`src/rtl/npg_pkg.sv`:
```
// package: types and constants for the next permutation generator
`timescale 1ns / 1ps

package npg_pkg;

	localparam int unsigned SYM_W = 8;

	// opcode carried on s_tuser
	localparam logic OP_LOAD = 1'b0;
	localparam logic OP_NEXT = 1'b1;

	// bit places of the result flags on m_tuser
	localparam int unsigned FLAG_EXH = 0;
	localparam int unsigned FLAG_OVF = 1;

	typedef enum logic [4:0] {
		ST_IDLE,
		ST_SORT_INIT,
		ST_SORT_RDA,
		ST_SORT_KEY,
		ST_SORT_RDB,
		ST_SORT_CMP,
		ST_SORT_PUT,
		ST_PIV_RD0,
		ST_PIV_CUR,
		ST_PIV_RD,
		ST_PIV_CMP,
		ST_SWP_RD,
		ST_SWP_CMP,
		ST_SWP_W1,
		ST_SWP_W2,
		ST_REV_CHK,
		ST_REV_RDA,
		ST_REV_RDB,
		ST_REV_WA,
		ST_REV_WB,
		ST_EMIT_RD,
		ST_EMIT_OUT,
		ST_EXH
	} state_t;

endpackage

```
`src/rtl/next_permutation_generator_unit.sv`:
```
// top level: stores a symbol string and emits its lexicographic permutations
`timescale 1ns / 1ps

// channel | dir | tdata            | tuser                        | tlast
// s_*     | in  | [7:0] symbol     | [0] opcode (0 load, 1 next)  | end_of_string
// m_*     | out | [7:0] out_symbol | [0] exhausted, [1] overflow  | last_of_run
//
// a load that closes a string of length L sorts it (insertion sort through the store)
// a request scans back for the pivot, scans the suffix for the swap target, swaps the
// two, reverses the suffix pair by pair and emits every symbol; all of it is paced
// by one registered store read port
// the first request after a close only emits; an exhausted reply is a single zero item
// arst_n clears the string length and all string flags; the store itself is not cleared
// s_tready is low while a request or sort is in progress; a stalled m_tready holds the
// sequencer in its emit or exhausted state

module next_permutation_generator_unit #(
	parameter int unsigned MAX_LEN = 8
) (
	input  logic                      clk,
	input  logic                      arst_n,
	input  logic                      s_tvalid,
	output logic                      s_tready,
	input  logic [npg_pkg::SYM_W-1:0] s_tdata,  // [7:0] symbol
	input  logic                      s_tuser,  // [0] opcode
	input  logic                      s_tlast,  // end_of_string
	output logic                      m_tvalid,
	input  logic                      m_tready,
	output logic [npg_pkg::SYM_W-1:0] m_tdata,  // [7:0] out_symbol
	output logic [1:0]                m_tuser,  // [0] exhausted, [1] overflow
	output logic                      m_tlast   // last_of_run
);

	localparam int unsigned AW = (MAX_LEN > 1) ? $clog2(MAX_LEN) : 1;
	localparam int unsigned LW = $clog2(MAX_LEN + 1);
	localparam int unsigned SW = npg_pkg::SYM_W;

	npg_pkg::state_t state_q, state_d;

	// string state
	logic [LW-1:0] len_q;
	logic          closed_q;
	logic          first_q;
	logic          done_q;
	logic          ovf_q;

	// sequencer working registers
	logic [AW-1:0] i_q;      // sort outer index, scan index, suffix low end, emit index
	logic [AW-1:0] j_q;      // sort insert index, swap target, suffix high end
	logic [AW-1:0] piv_q;    // pivot position
	logic [SW-1:0] key_q;    // sort key, right neighbor during scan, swap value
	logic [SW-1:0] pv_q;     // pivot value

	// symbol store: one write and one registered read port
	logic [SW-1:0] mem [MAX_LEN];
	logic [SW-1:0] rdata_q;
	logic          mem_we;
	logic [AW-1:0] mem_wa;
	logic [SW-1:0] mem_wd;
	logic [AW-1:0] rd_addr;

	// output register
	logic          m_valid_q;
	logic [SW-1:0] m_data_q;
	logic          m_last_q;
	logic          m_exh_q;
	logic          m_ovf_q;
	logic          out_free;
	logic          out_load;
	logic [SW-1:0] out_sym;
	logic          out_last;
	logic          out_exh;

	logic          in_acc;
	logic          is_load;
	logic [AW-1:0] last_idx;
	logic          room;

	// shared magnitude compare of the store read data
	logic [SW-1:0] cmp_b;
	logic          cmp_gt;
	logic          cmp_lt;

	assign in_acc   = s_tvalid & s_tready;
	assign is_load  = (s_tuser == npg_pkg::OP_LOAD);
	assign last_idx = AW'(len_q - LW'(1));
	assign room     = closed_q || (len_q < LW'(MAX_LEN));
	assign out_free = !m_valid_q || m_tready;

	assign cmp_b  = (state_q == npg_pkg::ST_SWP_CMP) ? pv_q : key_q;
	assign cmp_gt = (rdata_q > cmp_b);
	assign cmp_lt = !cmp_gt && (rdata_q != cmp_b);

	// next state
	always_comb begin
		state_d = state_q;
		unique case (state_q)
			npg_pkg::ST_IDLE: begin
				if (in_acc) begin
					if (is_load) begin
						if (s_tlast) begin
							state_d = npg_pkg::ST_SORT_INIT;
						end
					end else if (!closed_q || len_q == '0 || done_q) begin
						state_d = npg_pkg::ST_EXH;
					end else if (!first_q) begin
						state_d = npg_pkg::ST_EMIT_RD;
					end else if (len_q < LW'(2)) begin
						state_d = npg_pkg::ST_EXH;
					end else begin
						state_d = npg_pkg::ST_PIV_RD0;
					end
				end
			end
			npg_pkg::ST_SORT_INIT: begin
				state_d = (len_q < LW'(2)) ? npg_pkg::ST_IDLE : npg_pkg::ST_SORT_RDA;
			end
			npg_pkg::ST_SORT_RDA: state_d = npg_pkg::ST_SORT_KEY;
			npg_pkg::ST_SORT_KEY: state_d = npg_pkg::ST_SORT_RDB;
			npg_pkg::ST_SORT_RDB: state_d = npg_pkg::ST_SORT_CMP;
			npg_pkg::ST_SORT_CMP: begin
				if (cmp_gt && j_q != AW'(1)) begin
					state_d = npg_pkg::ST_SORT_RDB;
				end else begin
					state_d = npg_pkg::ST_SORT_PUT;
				end
			end
			npg_pkg::ST_SORT_PUT: begin
				state_d = (i_q == last_idx) ? npg_pkg::ST_IDLE : npg_pkg::ST_SORT_RDA;
			end
			npg_pkg::ST_PIV_RD0: state_d = npg_pkg::ST_PIV_CUR;
			npg_pkg::ST_PIV_CUR: state_d = npg_pkg::ST_PIV_RD;
			npg_pkg::ST_PIV_RD:  state_d = npg_pkg::ST_PIV_CMP;
			npg_pkg::ST_PIV_CMP: begin
				if (cmp_lt) begin
					state_d = npg_pkg::ST_SWP_RD;
				end else if (i_q == AW'(1)) begin
					state_d = npg_pkg::ST_EXH;
				end else begin
					state_d = npg_pkg::ST_PIV_RD;
				end
			end
			npg_pkg::ST_SWP_RD:  state_d = npg_pkg::ST_SWP_CMP;
			npg_pkg::ST_SWP_CMP: begin
				state_d = cmp_gt ? npg_pkg::ST_SWP_W1 : npg_pkg::ST_SWP_RD;
			end
			npg_pkg::ST_SWP_W1:  state_d = npg_pkg::ST_SWP_W2;
			npg_pkg::ST_SWP_W2:  state_d = npg_pkg::ST_REV_CHK;
			npg_pkg::ST_REV_CHK: begin
				state_d = (i_q < j_q) ? npg_pkg::ST_REV_RDA : npg_pkg::ST_EMIT_RD;
			end
			npg_pkg::ST_REV_RDA:  state_d = npg_pkg::ST_REV_RDB;
			npg_pkg::ST_REV_RDB:  state_d = npg_pkg::ST_REV_WA;
			npg_pkg::ST_REV_WA:   state_d = npg_pkg::ST_REV_WB;
			npg_pkg::ST_REV_WB:   state_d = npg_pkg::ST_REV_CHK;
			npg_pkg::ST_EMIT_RD:  state_d = npg_pkg::ST_EMIT_OUT;
			npg_pkg::ST_EMIT_OUT: begin
				if (out_free) begin
					state_d = (i_q == last_idx) ? npg_pkg::ST_IDLE : npg_pkg::ST_EMIT_RD;
				end
			end
			npg_pkg::ST_EXH: begin
				if (out_free) begin
					state_d = npg_pkg::ST_IDLE;
				end
			end
			default: state_d = npg_pkg::ST_IDLE;
		endcase
	end

	// sequencer outputs: store ports, output load, input ready
	always_comb begin
		s_tready = 1'b0;
		mem_we   = 1'b0;
		mem_wa   = j_q;
		mem_wd   = rdata_q;
		rd_addr  = i_q;
		out_load = 1'b0;
		out_sym  = rdata_q;
		out_last = (i_q == last_idx);
		out_exh  = 1'b0;
		unique case (state_q)
			npg_pkg::ST_IDLE: begin
				s_tready = 1'b1;
				// a load into a closed string starts over at entry zero
				mem_we   = in_acc && is_load && room;
				mem_wa   = closed_q ? '0 : AW'(len_q);
				mem_wd   = s_tdata;
			end
			npg_pkg::ST_SORT_RDB: rd_addr = AW'(j_q - AW'(1));
			npg_pkg::ST_SORT_CMP: begin
				// shift the larger neighbor one place right
				mem_we = cmp_gt;
			end
			npg_pkg::ST_SORT_PUT: begin
				mem_we = 1'b1;
				mem_wd = key_q;
			end
			npg_pkg::ST_PIV_RD: rd_addr = AW'(i_q - AW'(1));
			npg_pkg::ST_SWP_RD: rd_addr = j_q;
			npg_pkg::ST_SWP_W1: begin
				mem_we = 1'b1;
				mem_wa = piv_q;
				mem_wd = key_q;
			end
			npg_pkg::ST_SWP_W2: begin
				mem_we = 1'b1;
				mem_wd = pv_q;
			end
			npg_pkg::ST_REV_RDB: rd_addr = j_q;
			npg_pkg::ST_REV_WA: begin
				mem_we = 1'b1;
				mem_wa = i_q;
			end
			npg_pkg::ST_REV_WB: begin
				mem_we = 1'b1;
				mem_wd = key_q;
			end
			npg_pkg::ST_EMIT_OUT: out_load = out_free;
			npg_pkg::ST_EXH: begin
				out_load = out_free;
				out_sym  = '0;
				out_last = 1'b1;
				out_exh  = 1'b1;
			end
			default: ;
		endcase
	end

	// symbol store
	always_ff @(posedge clk) begin
		if (mem_we) begin
			mem[mem_wa] <= mem_wd;
		end
		rdata_q <= mem[rd_addr];
	end

	// string state and sequencer registers
	always_ff @(posedge clk or negedge arst_n) begin
		if (!arst_n) begin
			state_q  <= npg_pkg::ST_IDLE;
			len_q    <= '0;
			closed_q <= 1'b0;
			first_q  <= 1'b0;
			done_q   <= 1'b0;
			ovf_q    <= 1'b0;
			i_q      <= '0;
			j_q      <= '0;
			piv_q    <= '0;
		end else begin
			state_q <= state_d;
			unique case (state_q)
				npg_pkg::ST_IDLE: begin
					if (in_acc && is_load) begin
						if (closed_q) begin
							len_q <= LW'(1);
							ovf_q <= 1'b0;
						end else if (room) begin
							len_q <= len_q + LW'(1);
						end else begin
							ovf_q <= 1'b1;
						end
						closed_q <= s_tlast;
						first_q  <= 1'b0;
						done_q   <= 1'b0;
						i_q      <= AW'(1);
					end else if (in_acc && closed_q && len_q != '0 && !done_q) begin
						if (!first_q) begin
							first_q <= 1'b1;
							i_q     <= '0;
						end else if (len_q < LW'(2)) begin
							done_q <= 1'b1;
						end else begin
							i_q <= last_idx;
						end
					end
				end
				npg_pkg::ST_SORT_KEY: j_q <= i_q;
				npg_pkg::ST_SORT_CMP: begin
					if (cmp_gt) begin
						j_q <= AW'(j_q - AW'(1));
					end
				end
				npg_pkg::ST_SORT_PUT: i_q <= AW'(i_q + AW'(1));
				npg_pkg::ST_PIV_CMP: begin
					if (cmp_lt) begin
						piv_q <= AW'(i_q - AW'(1));
						j_q   <= last_idx;
					end else if (i_q == AW'(1)) begin
						done_q <= 1'b1;
					end else begin
						i_q <= AW'(i_q - AW'(1));
					end
				end
				npg_pkg::ST_SWP_CMP: begin
					if (!cmp_gt) begin
						j_q <= AW'(j_q - AW'(1));
					end
				end
				npg_pkg::ST_SWP_W2: begin
					i_q <= AW'(piv_q + AW'(1));
					j_q <= last_idx;
				end
				npg_pkg::ST_REV_CHK: begin
					if (!(i_q < j_q)) begin
						i_q <= '0;
					end
				end
				npg_pkg::ST_REV_WB: begin
					i_q <= AW'(i_q + AW'(1));
					j_q <= AW'(j_q - AW'(1));
				end
				npg_pkg::ST_EMIT_OUT: begin
					if (out_free) begin
						i_q <= AW'(i_q + AW'(1));
					end
				end
				default: ;
			endcase
		end
	end

	// payload registers of the sequencer
	always_ff @(posedge clk) begin
		unique case (state_q)
			npg_pkg::ST_SORT_KEY: key_q <= rdata_q;
			npg_pkg::ST_PIV_CUR:  key_q <= rdata_q;
			npg_pkg::ST_PIV_CMP: begin
				key_q <= rdata_q;
				pv_q  <= rdata_q;
			end
			npg_pkg::ST_SWP_CMP:  key_q <= rdata_q;
			npg_pkg::ST_REV_RDB:  key_q <= rdata_q;
			default: ;
		endcase
	end

	// output register
	always_ff @(posedge clk or negedge arst_n) begin
		if (!arst_n) begin
			m_valid_q <= 1'b0;
		end else if (out_load) begin
			m_valid_q <= 1'b1;
		end else if (m_tready) begin
			m_valid_q <= 1'b0;
		end
	end

	always_ff @(posedge clk) begin
		if (out_load) begin
			m_data_q <= out_sym;
			m_last_q <= out_last;
			m_exh_q  <= out_exh;
			m_ovf_q  <= ovf_q;
		end
	end

	assign m_tvalid                  = m_valid_q;
	assign m_tdata                   = m_data_q;
	assign m_tlast                   = m_last_q;
	assign m_tuser[npg_pkg::FLAG_EXH] = m_exh_q;
	assign m_tuser[npg_pkg::FLAG_OVF] = m_ovf_q;

	// an exhausted item is always a lone, last, zero item
	assert property (@(posedge clk) disable iff (!arst_n)
		m_tvalid && m_tuser[npg_pkg::FLAG_EXH] |-> m_tlast && (m_tdata == '0))
		else $error("exhausted item without last marker or with a symbol");

	// string length never exceeds the store
	assert property (@(posedge clk) disable iff (!arst_n)
		len_q <= LW'(MAX_LEN))
		else $error("string length beyond capacity");

	// a closing load always leaves the string closed
	assert property (@(posedge clk) disable iff (!arst_n)
		s_tvalid && s_tready && (s_tuser == npg_pkg::OP_LOAD) && s_tlast |=> closed_q)
		else $error("closing load did not close the string");

	// the output register is only loaded when it is free
	assert property (@(posedge clk) disable iff (!arst_n)
		out_load |-> (!m_valid_q || m_tready))
		else $error("output item overwritten before it was taken");

endmodule
```
`config.mk`:
```
export PLATFORM = sky130hd
export DESIGN_NAME = next_permutation_generator_unit
export DESIGN_NICKNAME = d
export VERILOG_FILES = /design/src/rtl/npg_pkg.sv /design/src/rtl/next_permutation_generator_unit.sv
export SDC_FILE = /design/constraint.sdc
export NUM_CORES = 1
export LEC_CHECK = 0
export BUFFER_PORTS_ARGS = -buffer_cell sky130_fd_sc_hd__buf_4
export CELL_PAD_IN_SITES_DETAIL_PLACEMENT = 1
export CELL_PAD_IN_SITES_GLOBAL_PLACEMENT = 1
export CORE_MARGIN = 4
export CORE_UTILIZATION = 50
export CTS_CLUSTER_DIAMETER = 120
export DETAILED_ROUTE_END_ITERATION = 8
export GPL_ROUTABILITY_DRIVEN = 0
export GPL_TIMING_DRIVEN = 0
export PLACE_DENSITY_LB_ADDON = 0.1
export SLEW_MARGIN = 30
export SYNTH_ARGS = -nofsm -noshare
export SYNTH_HDL_FRONTEND = slang
export SYNTH_SLANG_ARGS = --single-unit
```
`constraint.sdc`:
```
create_clock -name clk -period 11.1 [get_ports clk]
set_input_delay 1.11 -clock clk [delete_from_list [all_inputs] [get_ports clk]]
set_output_delay 1.11 -clock clk [all_outputs]
set_load 0.1 [all_outputs]
```
After elaboration in Yosys (flattened, before gate mapping)
Memories as Yosys holds them, arrays and structs flattened. A register that Yosys moved wholly into a read port is not among the register bits.
Cells that the tools add are included.
{"block": "totals", "register_bits": 50, "latchBits": 0, "ram_bits": 64, "mem_bits_ro": 0, "in_bits": 14, "output_inout_bits": 13, "wordCells": 167, "memories": 1}
{"memory": "mem", "depth": 8, "word_bits": 8, "read_ports": 1, "rd_clocked_by_memory_dff": 1, "wr": 1, "line_no": "next_permutation_generator_unit.sv:55", "text": "logic [SW-1:0] mem [MAX_LEN];"}
{"block": "op_classes", "n_addsub": 6, "n_mul": 0, "n_div": 0, "magnitude_cmp": 4, "n_eq_ne": 42, "shifts": 0, "n_mux": 56, "n_bitwise": 2, "reduce_logical": 40}
{"operator": "$pmux 5 s22", "n": 1}
{"operator": "$mux 5", "n": 11}
{"operator": "$mux 3", "n": 14}
{"operator": "$eq 5x4->1 const B", "n": 8}
{"operator": "$pmux 3 s6", "n": 2}
{"operator": "$eq 5x5->1 const B", "n": 7}
{"operator": "$pmux 8 s3", "n": 1}
{"operator": "$ne 2x2->1 const B", "n": 11}
{"operator": "$eq 5x3->1 const B", "n": 4}
{"operator": "$pmux 3 s3", "n": 2}
{"operator": "$mux 1", "n": 17}
{"operator": "$ne 3x3->1 const B", "n": 4}
{"operator": "$reduce_bool 6->1", "n": 2}
{"operator": "$eq 5x2->1 const B", "n": 2}
{"operator": "$reduce_or 5->1", "n": 2}
{"operator": "$sub 3x1->3 const B", "n": 3}
{"operator": "$gt 8x8->1", "n": 1}
{"operator": "$mux 4", "n": 2}
{"operator": "$mux 8", "n": 1}
{"operator": "$ne 8x8->1", "n": 1}
{"operator": "$reduce_and 4->1", "n": 2}
{"operator": "$reduce_bool 2->1", "n": 4}
{"operator": "$reduce_or 2->1", "n": 4}
{"operator": "$logic_and 1x1->1", "n": 7}
{"operator": "other kinds (25)", "n": 37}

Longest topological paths before layout
Gate-level depths: netlist of run 1.
{"block": "depth", "ltp_word": 9, "depth_mapped": 14, "mapped_depth_nobuf": 12}

Least setup slack after synthesis of run 1
No wires, ideal clock.
{"block": "synth_path", "path_kind": "reg-to-reg", "start": "register state_q[4]", "end": "memory mem[6][0] (netlist name) (enable)", "setup_time_ns": 0.385, "t_arrival_ns": 3.349, "required_time_ns": 10.715, "setup_slack_ns": 7.366, "path_stages_with_launch": 13, "n_path_buf": 2, "period_less_slack_ns": 3.734, "cell_sequence": "dfrtp_1 -> buf_4 -> clkbuf_1 -> nor2_1 -> nand2_1 -> mux2i_1 -> ha_1 -> nand2_1 -> o21ai_0 -> o22ai_1 -> o2111ai_1 -> nand2b_1 -> nor3b_1"}
{"block": "synth_via", "elab_chain_cells": 8, "word_cells_on_any_way": 19, "cone_classes": "order compare: 1; eq/ne: 7; mux: 6; bitwise: 1; reduce/logical: 4"}
{"item": "start: declaration", "line_no": "next_permutation_generator_unit.sv:38", "text": "npg_pkg::state_t state_q, state_d;"}
{"item": "start signal: assignment", "line_no": "next_permutation_generator_unit.sv:241", "text": "state_q <= npg_pkg::ST_IDLE;"}
{"item": "start signal: assignment", "line_no": "next_permutation_generator_unit.sv:251", "text": "state_q <= state_d;"}
{"item": "parallel branches: the longest is 8 deep, another holds $gt 8x8->1"}
{"item": "end: declaration", "line_no": "next_permutation_generator_unit.sv:55"}
Parallel ways; which one is timed is not known.

Worst setup path in the final report of run 1
{"block": "layout_path", "start": "register state_q[4]", "end": "memory mem[5][5] (netlist name) (enable)"}
The elaborated chain is that of the path after synthesis.

==> results.md, run 1 <==
- Max transition margin: 0.356
- Layout Skew: between 9 and 10 ps
- RSZ-0062 raised after global routing: false
- Cts repair resizes: 0
- Cell count after synthesis: ~550
- Tot Pwr: ~2.4 mW
- Core area: ~13000 um2
- CTS hold repair buffers: 0
- Final setup margin: slightly below 6000 ps
- DIE HEIGHT: approximately 120 um
- Class of the worst hold path: reg2reg
- Synth warnings: 0
- Crit. End Element: register
- P&R area growth vs syn: 16.0%
- Yosys cell types: 66
- Worst-margin pin slew: 956 ps
- Crit path max fanout: 10
- Flops & latches, synth: between 100 and 150
- IO Count: 27
- CP Launch Type: register
- Cells after DPL: between 700 and 800
- Worst EP arrival: between 5000 and 6000 ps
- Largest net degree at the start of global routing: 24
- Share of cells above drive strength 1: 0.185
- Post-synthesis sequential area ratio: 0.540
- Buffers on Ports: 26
- Initial antenna violation count: 0
- Clock Latency Late Sink: ~420 ps
- Clock Pin Slew Worst Setup and Hold Paths: around 60 ps
- Average wire per standard cell: about 23 um
- Die width: roughly 120 um
- Final hold vios: 0
- Placed inst area: between 6000 and 7000 um2
- Finished Core Util: 0.590
- Final Setup Violations: 0
- Total gr overflow: 0
- Critical Path RT: 11150 ps
- Pre-CTS setup slack: roughly 6000 ps
- Total Nets Final: between 600 and 700
- Final wirelength: between 15000 and 20000 um
- Maximum VDD drop: roughly 140 uV
- Hold_ws: between 400 and 500 ps
- HPWL Detailed: ~13000 um
- Fin crit share: 0.480
- Iteration-0 DRC Markers: about 500
- Setup TNS: 0 ps
- LEAKAGE: 2.76 nW
- Crit Path Class: reg2reg
- TritonCTS buffer count: 17
- Fin area: around 7400 um2
- Sink Count: 122
- Largest buffer count on any clock path: 2
- Minimum clock period: 5330 ps
- Post-synth EDFFs: 91
- H-tree levels: 4
- Initial Utilization: 0.509
- DRC Markers: 0
- Synth Cell Area: about 6400 um2
- Ant diodes: 0
- Postcts setup bufs: 0
- Row count: between 40 and 50
- Synth Net Count: 583
- Non-Filler Instances: between 700 and 800
- Aggregate global-route resource usage: 0.254
- Root Driver: clkbuf_16
- Power per cell area: about 320 nW/um2
- CTS tree: yes
- Max-Cap Viols: 0
- Initial DRT Pass Iterations: 5
- Synth Flop Type: edfxtp_1
- Fmax: ~190 MHz
- Average size of a mapped cell: approximately 12 um2
- Die area: approximately 15000 um2
- Async SR Flop Fraction: 0.189
- First-pass GRT wire length: 28000 um
- Final Slew Violations: 0
- ANT nets after route: 0
- Vias in the first global route: just under 5000
- Via Count: 4829
- Status: complete, no violations
- Via density per instance: roughly 6.2
cells in the mapped netlist (8+ instances only):
master / number / area, um2
o21ai_0: 22 / 110
nor2b_1: 13 / 81.3
mux2_2: 14 / 158
nor3_1: 10 / 50.1
inv_1: 18 / 67.6
nand2_1: 51 / 191
edfxtp_1: 91 / 2730
o22ai_1: 8 / 50.1
a222oi_1: 11 / 110
a21oi_1: 28 / 140
nand2b_1: 10 / 62.6
a31oi_1: 10 / 62.6
nand3_1: 8 / 40.0
ha_1: 17 / 213
dfrtp_1: 23 / 576
clkbuf_1: 15 / 56.3
mux2i_1: 59 / 591
dfxtp_1: 8 / 160
nor2_1: 38 / 143
final cells by class:
type | count | area [um2]
Sequential cell | 122 | 3470
Multi-Input combinational cell | 381 | 2740
Buffer | 28 | 173
Clock buffer | 17 | 425
Timing Repair Buffer | 27 | 203
Clock inverter | 15 | 141
Inverter | 21 | 78.8
Fill cell | 1345 | 5170
Tap cell | 172 | 215
cell families (layout without fill, tap and decap cells):
group	Yosys count	in the layout	share of synthesized area
AO/OA/AOI/OAI	121	121	0.132
XOR/XNOR	9	9	0.0123
adder cells (fa/ha/maj)	17	17	0.0331
buffers and inverters	49	108	0.0392
flip-flops	122	122	0.540
multiplexers	74	74	0.120
AND/OR/NAND/NOR	160	160	0.123
final timing paths:
kind                                  from        end  slack (ps)  cells past startpoint
worst min register to register       ovf_q    m_ovf_q         500                      0
worst min-delay path                 ovf_q    m_ovf_q         500                      0
worst max-delay path            state_q[4]  mem[5][5]        5770                     12
max in group asynchronous           arst_n   piv_q[2]       10250                      1
min in group asynchronous           arst_n   len_q[3]         590                      1
worst max register to register  state_q[4]  mem[5][5]        5770                     12
where the power goes:
part           internal [mW]  switching (mW)  total, mW
sequential             0.679          0.0741      0.753
clock                  0.311           0.216      0.527
combinational          0.387           0.718       1.11
sequential cells by signal (all words and copies together) (netlist names), 4 cells and up:
name / count
state_q: 5
len_q: 4
mem: 64
key_q: 8
m_tdata: 8
rdata_q: 8
pv_q: 8
metal layers:
layer,up-vias,global-route usage,part of all wire,routed length (um)
li1,2175,-,-,-
met5,-,0,0,0
met3,34,0.0559,0.064,1150
met4,0,0.0973,0.024,420
met1,2423,0.355,0.45,8080
met2,197,0.389,0.46,8190
cells in the final DEF (no fill, tap or decap), types with 13 or more instances in the layout:
master     netlist  routed
edfxtp_1        91      91
a21oi_1         28      28
ha_1            17      17
clkbuf_1        15      15
nand2_1         51      51
buf_4            4      31
nor2_1          38      37
o21ai_0         22      22
clkbuf_16        0      17
nor2b_1         13      13
mux2_2          14      14
dfrtp_1         23      23
inv_1           18      18
mux2i_1         59      59
worst max-delay path, cell delays in order, from the launching register on:
cell	delay, ps
dfrtp_1	370
buf_4	180
clkbuf_1	240
nor2_1	450
nand2_1	510
mux2i_1	240
ha_1	350
nand2_1	60
o21ai_0	750
o22ai_1	380
o2111ai_1	460
nand2_1	230
nor3_2	700
No activity file was read; power rests on OpenSTA's default activity.
==> inputs of run 2 (changes only) <==
--- a/config.mk
+++ b/config.mk
@@ -5,11 +5,12 @@
 export SDC_FILE = /design/constraint.sdc
 export NUM_CORES = 1
 export LEC_CHECK = 0
+export ABC_AREA = 1
 export BUFFER_PORTS_ARGS = -buffer_cell sky130_fd_sc_hd__buf_4
 export CELL_PAD_IN_SITES_DETAIL_PLACEMENT = 1
 export CELL_PAD_IN_SITES_GLOBAL_PLACEMENT = 1
 export CORE_MARGIN = 4
-export CORE_UTILIZATION = 50
+export CORE_UTILIZATION = 43
 export CTS_CLUSTER_DIAMETER = 120
 export DETAILED_ROUTE_END_ITERATION = 8
 export GPL_ROUTABILITY_DRIVEN = 0
==> constraint.sdc (replaced) <==
create_clock -name clk -period 4.75 [get_ports clk]
set_input_delay 0.475 -clock clk [delete_from_list [all_inputs] [get_ports clk]]
set_output_delay 0.475 -clock clk [all_outputs]
set_load 0.1 [all_outputs]
==> run 2 against run 1 <==
  * Sequential share of layout area decreased by 1.6 points
  * Total power grew 140%
  * Maximum frequency grew 26%
  * Largest cell class unchanged
  * Core utilization fell by 8.3 points
==> results.md, run 2 <==
- Status: complete, no violations
- Largest area contributor in the netlist: edfxtp_1
- H-tree levels: 4 (unchanged)
- Average wire per standard cell: 19.1 um (-16%)
- Final setup margin: 511 ps (-5260 ps)
- Ant diodes: 0 (unchanged)
- P&R area growth vs syn: 15.9% (about the same)
- ANT nets after route: 0 (unchanged)
- Crit Path Class: reg2reg
- Total Nets Final: 859 (+37%)
- Synth Cell Area: 6650 um2 (+3.6%)
- Finished Core Util: 0.507 (-0.0830)
- Placed inst area: 7080 um2 (+3.0%)
- Critical Path Max Stage Delay: 690 ps (-60 ps)
- Minimum clock period: 4240 ps (-1090 ps)
- Root Driver: clkbuf_16
- Top post-synthesis cells by area: edfxtp_1, nand2_1, dfrtp_1
- Via Count: 5506 (+14%)
- Share of cells above drive strength 1: 0.139 (-0.0458)
- Max transition margin: 0.437 (+0.0806)
- Flops & latches, synth: 122 (unchanged)
- Most Used Layer, Global Route: met2
- Final Setup Violations: 0 (unchanged)
- Final Slew Violations: 0 (unchanged)
- Critical Path RT: 4800 ps (-6350 ps)
- M2 GR Usage: 0.373 (-0.0157)
- HPWL Detailed: 14500 um (+15%)
- Biggest register: mem
- CP Launch Type: register
- Post-synthesis sequential area ratio: 0.522 (-0.0186)
- Crit. End Element: register
- IO Count: 27 (unchanged)
- First-pass GRT wire length: 31300 um (+12%)
- Fillers: 1822 (+35%)
- Synth Net Count: 813 (+39%)
- Via density per instance: 5.35 (-13%)
- Met1 Use GR: 0.320 (-0.0342)
- CP max stage cell: nor2_1
- LEAKAGE: 3.57 nW (+29%)
- Class of the worst hold path: in2reg
- M3 GR Usage: 0.0447 (-0.0113)
- Row count: 45 (+9.8%)
- Die area: 17500 um2 (+19%)
- Crit path max fanout: 10 (unchanged)
- Commonest non-fill, non-tap cell in the layout: nand2_1
- Clock Pin Slew Worst Setup and Hold Paths: 60 ps (about the same)
- Fmax: 236 MHz (+26%)
- Hold_ws: 289 ps (-210 ps)
- Largest net degree at the start of global routing: 24 (unchanged)
- DRC Markers: 0 (unchanged)
- Buffers on Ports: 26 (unchanged)
- Core area: 15200 um2 (+20%)
- Power per cell area: 733 nW/um2 (+130%)
- Die width: 132 um (+9.1%)
- Postcts setup bufs: 0 (unchanged)
- Cells after DPL: 996 (+33%)
- Iteration-0 DRC Markers: 300 (-40%)
- Initial antenna violation count: 0 (unchanged)
- TritonCTS buffer count: 17 (unchanged)
- Worst EP arrival: 4290 ps (-1090 ps)
- Post-synth EDFFs: 91 (unchanged)
- Vias in the first global route: 5704 (+15%)
- Synth top area share: 0.411 (-0.0147)
- Fin area: 7710 um2 (+3.5%)
- DIE HEIGHT: 132 um (+9.1%)
- Clock Latency Late Sink: 430 ps (about the same)
- Synth Flop Type: edfxtp_1
- Setup TNS: 0 ps (unchanged)
- Initial DRT Pass Iterations: 6 (+1)
- Aggregate global-route resource usage: 0.231 (-0.0232)
- Yosys cell types: 38 (-42%)
- Largest register FFs: 64 (unchanged)
- Sink Count: 122 (unchanged)
- CTS hold repair buffers: 1 (+1)
- Tot Pwr: 5.65 mW (+140%)
- Fin crit share: 0.892 (+0.412)
- Most frequent cell after synthesis: nand2_1
- Maximum VDD drop: 312 uV (+130%)
- Total gr overflow: 0 (unchanged)
- Pre-CTS setup slack: 633 ps (-5330 ps)
- Synth warnings: 0 (unchanged)
- Layout Skew: 5.98 ps (-3.88 ps)
- Critical-path cell list: nor2_2 -> nand2_2 -> nor2_1 -> buf_2 -> mux2_2 -> ha_1 -> o21bai_1 -> nand2_1 -> nand2_1 -> nand2_1 -> a21boi_0 -> nand2_1 -> nand3_1 -> nand3_1 -> nor2_1
- Cts repair resizes: 0 (unchanged)
- Average size of a mapped cell: 8.50 um2 (-27%)
- Initial Utilization: 0.437 (-0.0714)
- Final wirelength: 19600 um (+10%)
- Largest buffer count on any clock path: 2 (unchanged)
- Non-Filler Instances: 1029 (+31%)
- Worst-margin pin slew: 842 ps (-114 ps)
- RSZ-0062 raised after global routing: false
- Async SR Flop Fraction: 0.189 (unchanged)
- Final hold vios: 0 (unchanged)
- Max-Cap Viols: 0 (unchanged)
- Top cells by count, synth: nand2_1, inv_1, nand3_1
- Most used cell, CP: nand2_1
- Most frequent cells in the layout: nand2_1, inv_1, nand3_1
- Cell count after synthesis: 782 (+42%)
- CTS tree: yes
[run 2: routing by layer]
layer	part of all wire	wire (um)
met1	0.47	9330
met2	0.47	9220
met3	0.044	855
met4	0.012	245
met5	0	0
[run 2: final cells by class]
| cell class | count | area (um2) | area share |
|---|---|---|---|
| buffer | 17 | 97.6 | 0.0127 |
| clock buffer | 19 | 443 | 0.0575 |
| clock inverter | 13 | 165 | 0.0214 |
| inverter | 130 | 488 | 0.0633 |
| multi-input combinational | 513 | 2600 | 0.338 |
| sequential | 122 | 3470 | 0.450 |
| tap | 188 | 235 | 0.0305 |
| timing repair buffer | 27 | 205 | 0.0266 |
[run 2: path summary, 6_finish.rpt]
check | startpoint | to | slack [ps] | depth (start not counted)
setup / recovery | state_q[1] | mem[5][1] | 510 | 15
hold / removal | s_tlast | closed_q | 290 | 3
setup reg to reg | state_q[1] | mem[5][1] | 510 | 15
hold reg to reg | piv_q[0] | piv_q[0] | 520 | 2
max in group asynchronous | arst_n | j_q[2] | 3990 | 2
min in group asynchronous | arst_n | len_q[2] | 500 | 2
[run 2: cells by family (layout without fill, tap and decap cells)]
kind of cell,count (synthesis),count (layout),share of synthesized area
adder cells (fa/ha/maj),17,17,0.0320
buffers and inverters,147,206,0.0881
AO/OA/AOI/OAI,66,66,0.0604
AND/OR/NAND/NOR,419,419,0.281
multiplexers,9,9,0.0139
XOR/XNOR,2,2,0.00264
flip-flops,122,122,0.522
[run 2: critical path, delay by kind of cell, from the launching register on]
family / cells / cell delay [ps]
compound gates: 2 / 450
fa+ha+maj: 1 / 180
buf+inv: 1 / 340
flops: 1 / 480
mux: 1 / 390
simple gates: 10 / 2010
[run 2: where the power goes]
group	total, mW	internal [mW]	switching, mW
Combinational	2.51	0.690	1.82
Sequential	1.79	1.60	0.190
Clock	1.35	0.843	0.502
Total	5.65	3.13	2.52
==> inputs of run 3 (changes only) <==
--- a/config.mk
+++ b/config.mk
@@ -10,7 +10,7 @@
 export CELL_PAD_IN_SITES_DETAIL_PLACEMENT = 1
 export CELL_PAD_IN_SITES_GLOBAL_PLACEMENT = 1
 export CORE_MARGIN = 4
-export CORE_UTILIZATION = 43
+export CORE_UTILIZATION = 25
 export CTS_CLUSTER_DIAMETER = 120
 export DETAILED_ROUTE_END_ITERATION = 8
 export GPL_ROUTABILITY_DRIVEN = 0
==> run 3 against run 2 <==
  * Sequential share of layout area decreased by 0.87 points
  * Final cell count increased by 14%
  * Sequential power about the same
  * Worst hold slack improved by 12 ps
  * Critical path type unchanged
  * Largest cell class unchanged
  * Largest power group unchanged
  * Highest routed layer unchanged
==> results.md, run 3 (same netlist as run 2, synthesis figures left out) <==
- Status: complete, no violations
- CTS tree: yes
- Share of cells above drive strength 1: 0.144 (+0.00476)
- Fin area: 7860 um2 (+2.0%)
- Buffers on Ports: 26 (unchanged)
- Core area: 26100 um2 (+72%)
- Layout Skew: 14.7 ps (+8.69 ps)
- Crit Path Class: reg2reg
- Max-Cap Viols: 0 (unchanged)
- Via density per instance: 4.61 (-14%)
- Row count: 59 (+31%)
- Crit. End Element: register
- Worst-margin pin slew: 806 ps (-36.4 ps)
- Largest net degree at the start of global routing: 24 (unchanged)
- Hold_ws: 301 ps (+11.8 ps)
- RSZ-0062 raised after global routing: true
- Hold_sp: s_tlast
- Fillers: 3092 (+70%)
- Worst R2R Path Depth: 15 (unchanged)
- Class of the worst hold path: in2reg
- Vias in the first global route: 5698 (-0.11%)
- First-pass GRT wire length: 32800 um (+5.0%)
- Max transition margin: 0.461 (+0.0244)
- Final setup margin: 353 ps (-159 ps)
- Hold endpoint: closed_q
- Sink Count: 122 (unchanged)
- Non-Filler Instances: 1176 (+14%)
- Initial DRT Pass Iterations: 4 (-2)
- Setup TNS: 0 ps (unchanged)
- Critical-path cell list: nor2_2 -> nand2_2 -> nor2_1 -> buf_2 -> mux2_2 -> ha_1 -> o21bai_1 -> nand2_1 -> nand2_1 -> nand2_1 -> a21boi_0 -> nand2_1 -> nand3_1 -> nand3_1 -> nor2_1
- TritonCTS buffer count: 17 (unchanged)
- Crit path max fanout: 10 (unchanged)
- Total gr overflow: 0 (unchanged)
- Initial Utilization: 0.254 (-0.183)
- Critical Path RT: 4790 ps (about the same)
- Cells after DPL: 1143 (+15%)
- DIE HEIGHT: 171 um (+29%)
- Maximum VDD drop: 199 uV (-36%)
- Final hold vios: 0 (unchanged)
- Via Count: 5421 (-1.5%)
- Final Slew Violations: 0 (unchanged)
- Tot Pwr: 5.55 mW (-1.7%)
- Ant diodes: 0 (unchanged)
- Register area: 3470 um2 (unchanged)
- Biggest register: mem
- Total Nets Final: 859 (unchanged)
- Initial antenna violation count: 0 (unchanged)
- Critical Path Max Stage Delay: 660 ps (-30 ps)
- Most frequent cells in the layout: nand2_1, inv_1, nand3_1
- Area of the multi-input gates: 2610 um2 (+0.38%)
- Worst EP arrival: 4440 ps (+150 ps)
- Largest buffer count on any clock path: 2 (unchanged)
- Reg-to-reg startpoint: state_q[1]
- Most used cell, CP: nand2_1
- HPWL Detailed: 16200 um (+12%)
- Commonest non-fill, non-tap cell in the layout: nand2_1
- Finished Core Util: 0.301 (-0.206)
- Root Driver: clkbuf_16
- RR Endpoint: mem[7][1]
- Fin crit share: 0.926 (+0.0334)
- CP Launch Type: register
- Aggregate global-route resource usage: 0.148 (-0.0827)
- Die area: 29300 um2 (+67%)
- Placed inst area: 7260 um2 (+2.6%)
- Average wire per standard cell: 17.7 um (-7.1%)
- Fmax: 227 MHz (-3.6%)
- Clock Pin Slew Worst Setup and Hold Paths: 70 ps (about the same)
- Final Setup Violations: 0 (unchanged)
- IO Count: 27 (unchanged)
- Minimum clock period: 4400 ps (+159 ps)
- R2R setup slack: 350 ps (-160 ps)
- LEAKAGE: 3.53 nW (-0.92%)
- DRC Markers: 0 (unchanged)
- Largest register FFs: 64 (unchanged)
- Final wirelength: 20900 um (+6.1%)
- H-tree levels: 4 (unchanged)
- Clock Latency Late Sink: 420 ps (about the same)
- Pre-CTS setup slack: 350 ps (-283 ps)
- CP max stage cell: nor2_1
- Iteration-0 DRC Markers: 221 (-26%)
- P&R area growth vs syn: 18.2%
- Hold Path Stages: 3 (unchanged)
- Die width: 171 um (+29%)
- ANT nets after route: 0 (unchanged)
- Power per cell area: 706 nW/um2 (-3.6%)
[run 3: cell count changes in the layout (fill, tap and decap cells not counted), sizes merged]
cell / delta
inv: +2
clkinv: -2
clkinvlp: +3
bufinv: -2
clkbuf: -1
[run 3: worst max-delay path, delay by kind of cell, from the launching register on]
family | cells | cell delay [ps]
and+or+nand+nor | 10 | 2070
AOI/OAI and AO/OA | 2 | 560
DFF | 1 | 470
muxes | 1 | 390
buffers and inverters | 1 | 350
adders and majority gates | 1 | 180
[run 3: routing by layer]
layer  GRT usage  up-vias  routed length (um)
li1            -     2661                   -
met1       0.200     2695                9910
met2       0.250       53               10200
met3      0.0226       12                 528
met4      0.0362        0                 187
met5           0        -                   0
[run 3: how the worst max path moves through the flow]
stage,endpoint,startpoint,cells past startpoint
2_1_floorplan,mem[5][0],state_q[1],15
6_report,mem[7][1],state_q[1],15
3_5_place_dp,mem[7][3],state_q[1],15
3_3_place_gp,mem[7][3],state_q[1],15
5_1_grt,mem[7][1],state_q[1],15
4_1_cts,mem[5][0],state_q[1],15
[run 3: report_power, final]
part / internal [mW] / total [mW] / switching (mW)
registers: 1.59 / 1.78 / 0.182
clock network: 0.732 / 1.26 / 0.531
logic: 0.689 / 2.51 / 1.82
total: 3.02 / 5.55 / 2.53
[run 3: cell type report]
cell class	instances	area share
buffer	17	0.0124
clock buffer	18	0.0546
clock inverter	14	0.0175
inverter	130	0.0621
multi-input combinational	513	0.333
sequential	122	0.441
tap	335	0.0533
timing repair buffer	27	0.0261
[run 3: repair_timing]
item | in CTS | in global routing
endpoints found under the hold margin | 23 | 0
setup buffers | 0 | 0
gates resized for setup | 0 | 4
hold buffers | 1 | 0
setup endpoints to repair | 0 | 56
